File: config.mk
export PLATFORM = sky130hd
export DESIGN_NAME = double_ended_queue_top
export DESIGN_NICKNAME = d
export VERILOG_FILES = /design/src/rtl/dq_pkg.sv /design/src/rtl/dq_ctrl.sv /design/src/rtl/dq_datapath.sv /design/src/rtl/double_ended_queue_top.sv
export SDC_FILE = /design/constraint.sdc
export NUM_CORES = 1
export LEC_CHECK = 0
export ABC_AREA = 0
export ABC_CLOCK_PERIOD_IN_PS = 8200
export BUFFER_PORTS_ARGS = -buffer_cell sky130_fd_sc_hd__buf_4
export CAP_MARGIN = 0
export CORE_MARGIN = 8
export CORE_UTILIZATION = 60
export DETAILED_ROUTE_END_ITERATION = 16
export PLACE_DENSITY = 0.88
export SETUP_SLACK_MARGIN = 0.4
export SYNTH_ARGS = -nofsm -noshare
export SYNTH_HDL_FRONTEND = slang
export SYNTH_SLANG_ARGS = --single-unit
File: constraint.sdc
create_clock -name clk -period 8.2 [get_ports clk]
set_clock_uncertainty 0.05 [all_clocks]
set_input_delay 1.23 -clock clk [delete_from_list [all_inputs] [get_ports clk]]
set_output_delay 1.23 -clock clk [all_outputs]
set_load 0.01 [all_outputs]
File: src/rtl/dq_pkg.sv
// ----------------------------------------------------------------------------
// dq_pkg: shared types and constants for the double-ended queue
// Holds request and status codes, the controller state type and the command
// bundle that the controller sends to the datapath.
// ----------------------------------------------------------------------------
package dq_pkg;

  // Fixed widths of the transaction fields.
  localparam int unsigned VALUE_BITS = 32;
  localparam int unsigned OCC_BITS   = 5;
  localparam int unsigned REQ_BITS   = 2;
  localparam int unsigned STAT_BITS  = 2;

  typedef enum logic [REQ_BITS-1:0] {
    OP_APPEND_REAR  = 2'd0,
    OP_REMOVE_FRONT = 2'd1,
    OP_REMOVE_REAR  = 2'd2,
    OP_INSERT_FRONT = 2'd3
  } dq_op_t;

  typedef enum logic [STAT_BITS-1:0] {
    ST_OK    = 2'd0,
    ST_FULL  = 2'd1,
    ST_EMPTY = 2'd2
  } dq_status_t;

  typedef enum logic [0:0] {
    FSM_IDLE = 1'b0,
    FSM_READ = 1'b1
  } dq_state_t;

  // take: a request transaction is accepted this cycle.
  // load: the response register captures the finished result this cycle.
  typedef struct packed {
    logic take;
    logic load;
  } dq_cmd_t;

endpackage

File: src/rtl/dq_ctrl.sv
// ----------------------------------------------------------------------------
// dq_ctrl: controller for the double-ended queue
// Sequences one request at a time through the storage read and the response
// register, and owns both channel handshakes.
// ----------------------------------------------------------------------------
module dq_ctrl (
  input  logic            clk,
  input  logic            rst,
  input  logic            req_valid,
  output logic            req_stall,
  output logic            rsp_valid,
  input  logic            rsp_stall,
  output dq_pkg::dq_cmd_t cmd
);
  import dq_pkg::*;

  dq_state_t state;
  dq_state_t state_next;
  logic      rsp_valid_next;

  always_ff @(posedge clk) begin
    if (rst) begin
      state     <= FSM_IDLE;
      rsp_valid <= 1'b0;
    end else begin
      state     <= state_next;
      rsp_valid <= rsp_valid_next;
    end
  end

  always_comb begin
    state_next     = state;
    cmd.take       = 1'b0;
    cmd.load       = 1'b0;
    req_stall      = 1'b1;
    rsp_valid_next = rsp_valid && rsp_stall;
    case (state)
      FSM_IDLE: begin
        req_stall = 1'b0;
        if (req_valid) begin
          cmd.take   = 1'b1;
          state_next = FSM_READ;
        end
      end
      FSM_READ: begin
        // Wait here until the response register is free.
        if (!rsp_valid || !rsp_stall) begin
          cmd.load       = 1'b1;
          rsp_valid_next = 1'b1;
          state_next     = FSM_IDLE;
        end
      end
      default: begin
        state_next = FSM_IDLE;
      end
    endcase
  end

endmodule

File: src/rtl/dq_datapath.sv
// ----------------------------------------------------------------------------
// dq_datapath: storage ring, pointers and response register
// Holds the circular store, the front index and the entry count, and forms
// the response fields of each request.
// ----------------------------------------------------------------------------
module dq_datapath #(
  parameter int unsigned DEPTH     = 16,
  parameter int unsigned WORD_BITS = 32
) (
  input  logic                            clk,
  input  logic                            rst,
  input  dq_pkg::dq_cmd_t                 cmd,
  input  logic [dq_pkg::REQ_BITS-1:0]     req_type,
  input  logic [dq_pkg::VALUE_BITS-1:0]   item_value,
  output logic [dq_pkg::VALUE_BITS-1:0]   removed_value,
  output logic [dq_pkg::STAT_BITS-1:0]    status,
  output logic [dq_pkg::OCC_BITS-1:0]     occupancy
);
  import dq_pkg::*;

  localparam int unsigned AW = $clog2(DEPTH);
  localparam int unsigned CW = $clog2(DEPTH + 1);
  localparam logic [CW-1:0] FULL_COUNT = CW'(DEPTH);
  localparam logic [AW:0]   DEPTH_W    = (AW + 1)'(DEPTH);
  localparam logic [AW-1:0] LAST_SLOT  = AW'(DEPTH - 1);

  logic [WORD_BITS-1:0] mem [DEPTH];
  logic [WORD_BITS-1:0] rd_data;

  logic [AW-1:0] front;
  logic [AW-1:0] front_next;
  logic [CW-1:0] count;
  logic [CW-1:0] count_next;

  // Result of the request in flight, held until the response register loads.
  dq_status_t     pend_status;
  logic           pend_taken;
  logic [CW-1:0]  pend_count;

  dq_status_t     status_next;
  logic           taken_next;
  logic           wr_en;
  logic [AW-1:0]  addr;
  logic [AW:0]    rear_sum;
  logic [AW:0]    last_sum;
  logic [AW-1:0]  rear_slot;
  logic [AW-1:0]  last_slot;
  logic           is_full;
  logic           is_empty;

  function automatic logic [AW-1:0] wrap(input logic [AW:0] s);
    logic [AW:0] r;
    r = (s >= DEPTH_W) ? (s - DEPTH_W) : s;
    return r[AW-1:0];
  endfunction

  always_comb begin
    is_full     = (count == FULL_COUNT);
    is_empty    = (count == '0);
    rear_sum    = {1'b0, front} + (AW + 1)'(count);
    last_sum    = rear_sum - (AW + 1)'(1);
    rear_slot   = wrap(rear_sum);
    last_slot   = wrap(last_sum);
    front_next  = front;
    count_next  = count;
    status_next = ST_OK;
    taken_next  = 1'b0;
    wr_en       = 1'b0;
    addr        = front;
    case (dq_op_t'(req_type))
      OP_APPEND_REAR: begin
        addr = rear_slot;
        if (is_full) begin
          status_next = ST_FULL;
        end else begin
          wr_en      = 1'b1;
          count_next = count + CW'(1);
        end
      end
      OP_REMOVE_FRONT: begin
        addr = front;
        if (is_empty) begin
          status_next = ST_EMPTY;
        end else begin
          taken_next = 1'b1;
          front_next = (front == LAST_SLOT) ? '0 : front + AW'(1);
          count_next = count - CW'(1);
        end
      end
      OP_REMOVE_REAR: begin
        addr = last_slot;
        if (is_empty) begin
          status_next = ST_EMPTY;
        end else begin
          taken_next = 1'b1;
          count_next = count - CW'(1);
        end
      end
      OP_INSERT_FRONT: begin
        addr = (front == '0) ? LAST_SLOT : front - AW'(1);
        if (is_full) begin
          status_next = ST_FULL;
        end else begin
          wr_en      = 1'b1;
          front_next = addr;
          count_next = count + CW'(1);
        end
      end
      default: begin
        addr = front;
      end
    endcase
  end

  // Circular store: read-before-write at the one address of the request.
  always_ff @(posedge clk) begin
    if (cmd.take) begin
      if (wr_en) begin
        mem[addr] <= WORD_BITS'(item_value);
      end
      rd_data <= mem[addr];
    end
  end

  always_ff @(posedge clk) begin
    if (rst) begin
      front <= '0;
      count <= '0;
    end else if (cmd.take) begin
      front <= front_next;
      count <= count_next;
    end
  end

  always_ff @(posedge clk) begin
    if (cmd.take) begin
      pend_status <= status_next;
      pend_taken  <= taken_next;
      pend_count  <= count_next;
    end
  end

  always_ff @(posedge clk) begin
    if (cmd.load) begin
      removed_value <= pend_taken ? VALUE_BITS'(rd_data) : '0;
      status        <= pend_status;
      occupancy     <= OCC_BITS'(pend_count);
    end
  end

endmodule

File: src/rtl/double_ended_queue_top.sv
// ----------------------------------------------------------------------------
// double_ended_queue_top: bounded double-ended queue
// A ring of DEPTH words with a front index and an entry count, served by a
// request channel and a response channel.
// ----------------------------------------------------------------------------
// Each request transaction carries req_type (append at rear, remove from
// front, remove from rear, insert at front) and item_value. Every request
// yields exactly one response transaction: removed_value (the word taken out,
// zero for inserts and refused requests), status (ok, full or empty) and
// occupancy (entries stored after the request).
// A request is accepted when req_valid is high and req_stall is low. Its
// response appears with rsp_valid high after the ring access and the load
// of the response register, unless an older response still waits, and
// stays until a cycle in which rsp_stall is low. The block serves one
// request at a time: the single-port ring access happens at the accept
// edge, then the registered read data is loaded into the response register.
// No new request is taken until that load is done.
// A new request can be accepted while a finished response still waits; if
// the receiver keeps stalling, the next result waits in the datapath and
// req_stall stays high until the response register frees up.
// Synchronous reset empties the queue (front index and count cleared) and
// drops any response in flight; the ring contents are left as they are and
// only entries written since are ever read.
// ----------------------------------------------------------------------------
module double_ended_queue_top #(
  parameter int unsigned DEPTH     = 16,
  parameter int unsigned WORD_BITS = 32
) (
  input  logic                          clk,
  input  logic                          rst,
  input  logic                          req_valid,
  output logic                          req_stall,
  input  logic [dq_pkg::REQ_BITS-1:0]   req_type,
  input  logic [dq_pkg::VALUE_BITS-1:0] item_value,
  output logic                          rsp_valid,
  input  logic                          rsp_stall,
  output logic [dq_pkg::VALUE_BITS-1:0] removed_value,
  output logic [dq_pkg::STAT_BITS-1:0]  status,
  output logic [dq_pkg::OCC_BITS-1:0]   occupancy
);
  import dq_pkg::*;

  // Commands from the controller to the datapath.
  dq_cmd_t cmd;

  // The controller owns both handshakes and sequences access and response.
  dq_ctrl u_ctrl (
    .clk       (clk),
    .rst       (rst),
    .req_valid (req_valid),
    .req_stall (req_stall),
    .rsp_valid (rsp_valid),
    .rsp_stall (rsp_stall),
    .cmd       (cmd)
  );

  // The datapath holds the ring, the pointers and the response register.
  dq_datapath #(
    .DEPTH     (DEPTH),
    .WORD_BITS (WORD_BITS)
  ) u_datapath (
    .clk           (clk),
    .rst           (rst),
    .cmd           (cmd),
    .req_type      (req_type),
    .item_value    (item_value),
    .removed_value (removed_value),
    .status        (status),
    .occupancy     (occupancy)
  );

endmodule
==> results of run 1 <==
==> worst max-delay path, stage by stage, from the launching register on <==
cell	delay, ns
sky130_fd_sc_hd__dfxtp_1	0.39
sky130_fd_sc_hd__ha_1	0.26
sky130_fd_sc_hd__fa_1	0.48
sky130_fd_sc_hd__inv_1	0.07
sky130_fd_sc_hd__ha_1	0.27
sky130_fd_sc_hd__nand2b_1	0.10
sky130_fd_sc_hd__a32o_4	0.86
sky130_fd_sc_hd__nand2_1	0.54
sky130_fd_sc_hd__nor4b_4	0.92
sky130_fd_sc_hd__buf_4	0.57
==> flip-flops by register name (all words and copies together), names as in the netlist <==
| name | flops |
|---|---|
| u_ctrl.rsp_valid | 1 |
| u_ctrl.state | 1 |
| u_datapath.count | 5 |
| u_datapath.front | 4 |
| u_datapath.mem | 512 |
| u_datapath.occupancy | 5 |
| u_datapath.pend_count | 5 |
| u_datapath.pend_status | 2 |
| u_datapath.pend_taken | 1 |
| u_datapath.rd_data | 32 |
| u_datapath.removed_value | 32 |
| u_datapath.status | 2 |
==> final cells by class <==
type	instances	share of cell area
clock inverters	39	0.0161
multi-input cells	648	0.221
inverters	17	0.00231
clock buffers	69	0.0549
diodes	1	0.0000907
well taps	532	0.0241
repair buffers	106	0.0298
flip-flops and latches	602	0.651
==> cells by family after synthesis <==
group / count (synthesis)
buf+inv: 87
xor+xnor: 7
simple gates: 103
fa+ha+maj: 13
flops: 602
compound gates: 40
mux: 485
==> path summary, 6_finish.rpt <==
check	startpoint	to	slack, ns	cells past startpoint
worst max-delay path	u_datapath.count[0]	u_datapath.mem[5][0]	3.26	9
worst min-delay path	u_datapath.pend_count[2]	u_datapath.occupancy[2]	0.37	0
worst max register to register	u_datapath.count[0]	u_datapath.mem[5][0]	3.26	9
worst min register to register	u_datapath.pend_count[2]	u_datapath.occupancy[2]	0.37	0
==> through the flow <==
| step | power [uW] | instance area [sq um] | std cells | hold slack [ns] | setup WS, ns |
|---|---|---|---|---|---|
| floorplan | 4330 | 24400 | 1337 | 0.350 | 1.38 |
| global placement | 4550 | 25600 | 1905 | 0.351 | 3.06 |
| detailed placement | 4580 | 25600 | 1905 | 0.356 | 2.91 |
| CTS | 7300 | 27600 | 2013 | 0.369 | 3.34 |
| global route | 7480 | 27600 | 2013 | 0.383 | 3.11 |
| finish | 7270 | 27600 | 2014 | 0.370 | 3.26 |
==> layer usage <==
| layer | up-vias | routed length [um] | GRT usage |
|---|---|---|---|
| met5 | - | 9 | 0 |
| li1 | 5409 | - | - |
| met3 | 103 | 3630 | 0.0413 |
| met4 | 2 | 1510 | 0.0775 |
| met2 | 554 | 25700 | 0.366 |
| met1 | 6184 | 19500 | 0.262 |
==> cell usage in the layout (no fill, tap or decap), drive strengths merged, types with 2 or more instances in the layout <==
cell | synthesis | final
a211oi | 4 | 4
and3 | 4 | 4
nand3b | 2 | 2
nand2b | 5 | 5
clkinv | 0 | 24
a21o | 3 | 3
dfxtp | 11 | 11
nor2 | 19 | 19
ha | 12 | 12
nor4b | 2 | 2
a22oi | 2 | 2
o211a | 2 | 2
mux2i | 484 | 484
nand2 | 6 | 6
nor3b | 2 | 2
xnor2 | 6 | 6
a221oi | 2 | 2
and4 | 3 | 3
a311oi | 3 | 3
nor3 | 9 | 9
a21oi | 11 | 11
nor4 | 6 | 6
buf | 60 | 106
edfxtp | 591 | 591
clkbuf | 10 | 69
nor2b | 4 | 4
clkinvlp | 0 | 3
nand3 | 4 | 4
bufinv | 0 | 9
o21ai | 7 | 7
and2 | 33 | 33
inv | 17 | 20
nand4 | 2 | 2
==> power by group <==
| group | internal (uW) | switching (uW) | total (uW) |
|---|---|---|---|
| registers | 3510 | 35.8 | 3550 |
| clock network | 1610 | 1130 | 2730 |
| logic | 420 | 571 | 991 |
==> Flow_metrics.wiki, run 1 <==
{| class="wikitable"
! Metric !! Value
|-
| Result of the run || complete, no violations
|-
| Number of unique standard cell types used by synthesis || 46
|-
| Number of buffers on the longest clock path || 3
|-
| Number of nets in the final layout || 1484
|-
| Number of DRC violations after detailed routing || 0
|-
| Root buffer selected by CTS || sky130_fd_sc_hd__clkbuf_16
|-
| Commonest register cell after synthesis || sky130_fd_sc_hd__edfxtp_1
|-
| Number of post-CTS setup repair buffers || 0
|-
| Clk pin slew, worst setup/hold paths || 0.06 ns
|-
| Skew-Pair Late Insertion Delay || 0.60 ns
|-
| Compound-Gate Fraction of Synth Area || 0.0116
|-
| Synthesized-area fraction occupied by and/or/nand/nor cells || 0.0245
|-
| Overall die area || 0.0474 sq mm
|-
| Unrepaired setup endpoints after global routing || no
|-
| Number of cells produced by synthesis || 1337
|-
| Initial standard-cell utilization of the core || 0.604
|-
| Kind of critical path || reg -> reg
|-
| Vias/cell || 6.08
|-
| Worst slew margin || 0.227
|-
| Vias || 12300
|-
| Count of flip-flops with a built-in enable after synthesis || 591
|-
| Critical path capture point type || register
|-
| Largest family of logic cells by synthesized area || multiplexers
|-
| Layout cells sized above 1 || 0.148
|-
| Placeable core area || 0.0405 sq mm
|-
| Worst supply voltage drop on vdd || 198 uV
|-
| Hold-fix buffers at CTS || 0
|-
| Total routing usage reported by global routing || 0.211
|-
| Footprint of the multi-input gates || 0.00610 sq mm
|-
| Initial DRC Count || 1197
|-
| Final count of negative-setup-slack endpoints || 0
|-
| Placer congestion estimate || 0.817
|-
| Detailed placer's ending HPWL || 25800 um
|-
| Number of input and output port buffers inserted || 78
|-
| Worst hold path class || reg -> reg
|-
| Power density of the placed cells || 264 mW/mm^2
|-
| Yosys synthesis warning count || 0
|-
| Overall die height || 218 um
|-
| TritonCTS clock tree || yes
|-
| Period utilisation layout || 0.602
|-
| Total of max-cap violations || 0
|-
| Number of placed I/O pins || 79
|-
| Least-Margin Pin Slew || 1.16 ns
|-
| Pin count of the biggest net entering global routing || 157
|-
| Most common cell in the synthesized netlist || sky130_fd_sc_hd__edfxtp_1
|-
| Average wire per standard cell || 25.0 um
|-
| Synth top area cells || sky130_fd_sc_hd__edfxtp_1 (73%), sky130_fd_sc_hd__mux2i_1 (20%), sky130_fd_sc_hd__dfxtp_1 (0.90%), sky130_fd_sc_hd__and2_1 (0.85%), sky130_fd_sc_hd__buf_4 (0.74%)
|-
| FFs w/ async S/R, synth || 0
|-
| Cell taking the most area after synthesis || sky130_fd_sc_hd__edfxtp_1
|-
| First-pass GRT wire length || 75700 um
|-
| Summed instance area of the synthesized netlist || 0.0244 sq mm
|-
| Number of global-route vias before repair || 12700
|-
| Final worst path period need || 4.94 ns
|-
| Utilization of the core after routing || 0.682
|-
| Fraction of post-synthesis cell area in the top cell type by area || 0.727
|-
| Number of H-tree levels || 2
|-
| Final Hold Viols || 0
|-
| Count of state elements after synthesis || 602
|-
| Critical path fanouts, max || 55
|-
| Synthesized area divided by synthesized cell count || 18.3 sq um
|-
| Relative area change from synthesis to final layout || 13.0%
|-
| Routed Wire Length || 50300 um
|-
| Pins Over Slew Limit || 0
|-
| Number of inserted filler cells in the final layout || 2456
|-
| Max Clock Freq || 203 MHz
|-
| CTS sink cnt || 602
|-
| Leakage power of the design || 0.0107 uW
|-
| Post-synthesis mux area share || 0.199
|-
| Footprint of the flip-flops and latches || 0.0180 sq mm
|-
| Endpoint required time on the critical path || 8.39 ns
|-
| Final ANT Viol Nets || 0
|-
| List of most frequent post-synthesis cells || sky130_fd_sc_hd__edfxtp_1 (591), sky130_fd_sc_hd__mux2i_1 (484), sky130_fd_sc_hd__buf_2 (34)
|-
| Setup total negative slack || 0 ns
|-
| Share of the yosys chip area belonging to registers || 0.736
|-
| Critical path data arrival time || 5.12 ns
|-
| First drt pass iteration count || 5
|-
| Cts repair resizes || 0
|-
| Synthesized-area fraction occupied by adder cells || 0.00697
|-
| Parity-gate share of the synthesized area counting xor and xnor cells || 0.00282
|-
| Initial antenna violation count || 3
|-
| Cts bufs inserted || 58
|-
| Net Count, Synth || 1388
|-
| Remaining global-route overflow || 0
|-
| Kind of start point of the critical path || register
|-
| Die boundary width || 218 um
|-
| Core Rows || 74
|}
Power figures use the tool's default switching activity.
==> run 2, diff against run 1 <==
ABC_CLOCK_PERIOD_IN_PS = 4900   (was 8200)
clock period = 4.9 ns   (was 8.2 ns; I/O delays follow)
==> Flow_metrics.wiki, run 2 (same netlist as run 1, synthesis figures left out) <==
{| class="wikitable"
! Metric !! Value
|-
| Result of the run || complete, no violations
|-
| Setup total negative slack || 0 ns
|-
| Critical path capture point type || register
|-
| Routed Wire Length || 49900 um
|-
| Startpoint of the most critical register-to-register path || u_datapath.front[0]
|-
| Number of post-CTS setup repair buffers || 0
|-
| Pins Over Slew Limit || 0
|-
| Cell count of the worst hold path || 3
|-
| Critical path fanouts, max || 25
|-
| Finished Cell Area || 0.0275 sq mm
|-
| Number of flip-flops under the largest register name || 512
|-
| First drt pass iteration count || 5
|-
| Leakage power of the design || 0.0106 uW
|-
| Overall die height || 218 um
|-
| Most flop-heavy register || u_datapath.mem
|-
| Root buffer selected by CTS || sky130_fd_sc_hd__clkbuf_16
|-
| Hold path start || rsp_stall
|-
| Total of max-cap violations || 0
|-
| Power density of the placed cells || 421 mW/mm^2
|-
| Core Rows || 74
|-
| Least-Margin Pin Slew || 1.06 ns
|-
| Final Hold Viols || 0
|-
| Hold-fix buffers at CTS || 0
|-
| Kind of critical path || reg -> reg
|-
| Cts repair resizes || 0
|-
| Placer congestion estimate || 0.859
|-
| Initial antenna violation count || 0
|-
| Highest-count cells in the layout ignoring fill and taps || sky130_fd_sc_hd__edfxtp_1 (591), sky130_fd_sc_hd__mux2i_1 (484), sky130_fd_sc_hd__buf_4 (109), sky130_fd_sc_hd__clkbuf_16 (55), sky130_fd_sc_hd__and2_1 (33)
|-
| Number of placed I/O pins || 79
|-
| Register-to-register setup slack || 0.83 ns
|-
| Worst slew margin || 0.291
|-
| Placeable core area || 0.0405 sq mm
|-
| Final ANT Viol Nets || 0
|-
| Number of H-tree levels || 2
|-
| Initial standard-cell utilization of the core || 0.604
|-
| Die boundary width || 218 um
|-
| Switching part of the total power || 0.243
|-
| Number of input and output port buffers inserted || 78
|-
| Antenna diode count || 0
|-
| Most common cell after layout, fill and taps aside || sky130_fd_sc_hd__edfxtp_1
|-
| Clock Power Share || 0.340
|-
| CTS sink cnt || 602
|-
| Final worst path period need || 4.07 ns
|-
| Kind of start point of the critical path || register
|-
| Part of the power in combinational logic || 0.146
|-
| Sequential group share of total power || 0.515
|-
| Area after detailed placement || 0.0258 sq mm
|-
| Skew-Pair Late Insertion Delay || 0.59 ns
|-
| Number of global-route vias before repair || 12700
|-
| Critical path data arrival time || 4.25 ns
|-
| Period utilisation layout || 0.830
|-
| Number of buffers on the longest clock path || 3
|-
| Number of nets in the final layout || 1491
|-
| Final Power || 11600 uW
|-
| Worst R2R Path Depth || 10
|-
| Vias || 12300
|-
| Worst hold path class || in -> reg
|-
| TritonCTS clock tree || yes
|-
| Pin count of the biggest net entering global routing || 145
|-
| Remaining global-route overflow || 0
|-
| Endpoint required time on the critical path || 5.08 ns
|-
| Average wire per standard cell || 24.8 um
|-
| Relative area change from synthesis to final layout || 12.5%
|-
| Overall die area || 0.0474 sq mm
|-
| Cts bufs inserted || 54
|-
| Final count of negative-setup-slack endpoints || 0
|-
| Detailed placer's ending HPWL || 27400 um
|-
| Number of DRC violations after detailed routing || 0
|-
| Capture instance of the worst register-to-register path || u_datapath.mem[15][13]
|-
| Clk pin slew, worst setup/hold paths || 0.06 ns
|-
| Max Clock Freq || 246 MHz
|-
| First-pass GRT wire length || 75400 um
|-
| Hold path endpoint || u_ctrl.rsp_valid
|-
| Layout cells sized above 1 || 0.144
|-
| Unrepaired setup endpoints after global routing || no
|-
| Int Power || 8750 uW
|-
| Worst supply voltage drop on vdd || 276 uV
|-
| Switching power || 2800 uW
|-
| Total routing usage reported by global routing || 0.208
|-
| Vias/cell || 6.09
|-
| Initial DRC Count || 1112
|-
| Leading registers by flop count || u_datapath.mem (512), u_datapath.rd_data (32), u_datapath.removed_value (32)
|}
run 2: cell types whose count changed in the layout (fill, tap and decap cells not counted), sizes merged:
cell / change
clkinv: -1
clkinvlp: -2
inv: -1
buf: +11
bufinv: -7
diode: -1
run 2: how the worst max path moves through the flow:
stage	from	end	slack, ns	depth (start not counted)
global route	u_datapath.count[0]	u_datapath.mem[15][27]	0.67	9
detailed placement	u_datapath.count[0]	u_datapath.mem[15][25]	0.90	10
global placement	u_datapath.count[0]	u_datapath.mem[15][24]	1.09	10
CTS	u_datapath.count[0]	u_datapath.mem[15][20]	0.87	10
floorplan	u_datapath.count[0]	u_datapath.mem[4][0]	0.06	11
finish	u_datapath.front[0]	u_datapath.mem[15][13]	0.83	10
run 2: area by class of cell:
class	count	area (sq um)
fillers	2410	13000
clock buffers	69	1430
flip-flops and latches	602	18000
inverters	17	63.8
multi-input cells	648	6160
clock inverters	28	196
well taps	532	666
repair buffers	117	978
run 2: worst max-delay path, stage by stage (launching register included):
cell	delay (ns)
sky130_fd_sc_hd__dfxtp_1	0.47
sky130_fd_sc_hd__ha_1	0.26
sky130_fd_sc_hd__fa_1	0.42
sky130_fd_sc_hd__inv_1	0.13
sky130_fd_sc_hd__ha_1	0.18
sky130_fd_sc_hd__nand3_1	0.11
sky130_fd_sc_hd__o211a_1	0.20
sky130_fd_sc_hd__o22ai_1	0.63
sky130_fd_sc_hd__nand2_1	0.28
sky130_fd_sc_hd__nor3_4	0.46
sky130_fd_sc_hd__buf_4	0.48
run 2: per-stage QoR:
step | utilization | hold slack (ns) | setup WS, ns | std cells
final | 0.679 | 0.367 | 0.835 | 2013
after CTS | 0.679 | 0.345 | 0.872 | 2013
after global routing | 0.679 | 0.368 | 0.667 | 2013
after floorplan | - | 0.350 | 0.0602 | 1337
after global placement | 0.639 | 0.354 | 1.09 | 1916
after detailed placement | 0.639 | 0.361 | 0.905 | 1916
run 2: power by group through the flow:
stage          clock network, uW  logic [uW]  registers (uW)
2_1_floorplan                  0        1220            6040
3_3_place_gp                   0        1600            6040
3_5_place_dp                   0        1660            6050
4_1_cts                     3970        1680            5940
5_1_grt                     4170        1790            5950
6_report                    3920        1680            5940
run 2: metal layers:
layer / track usage / vias to the layer above / share of wire
li1: - / 5425 / -
met3: 0.0340 / 106 / 0.070
met5: 0 / - / 0
met1: 0.261 / 6221 / 0.39
met2: 0.362 / 509 / 0.52
met4: 0.0773 / 0 / 0.029
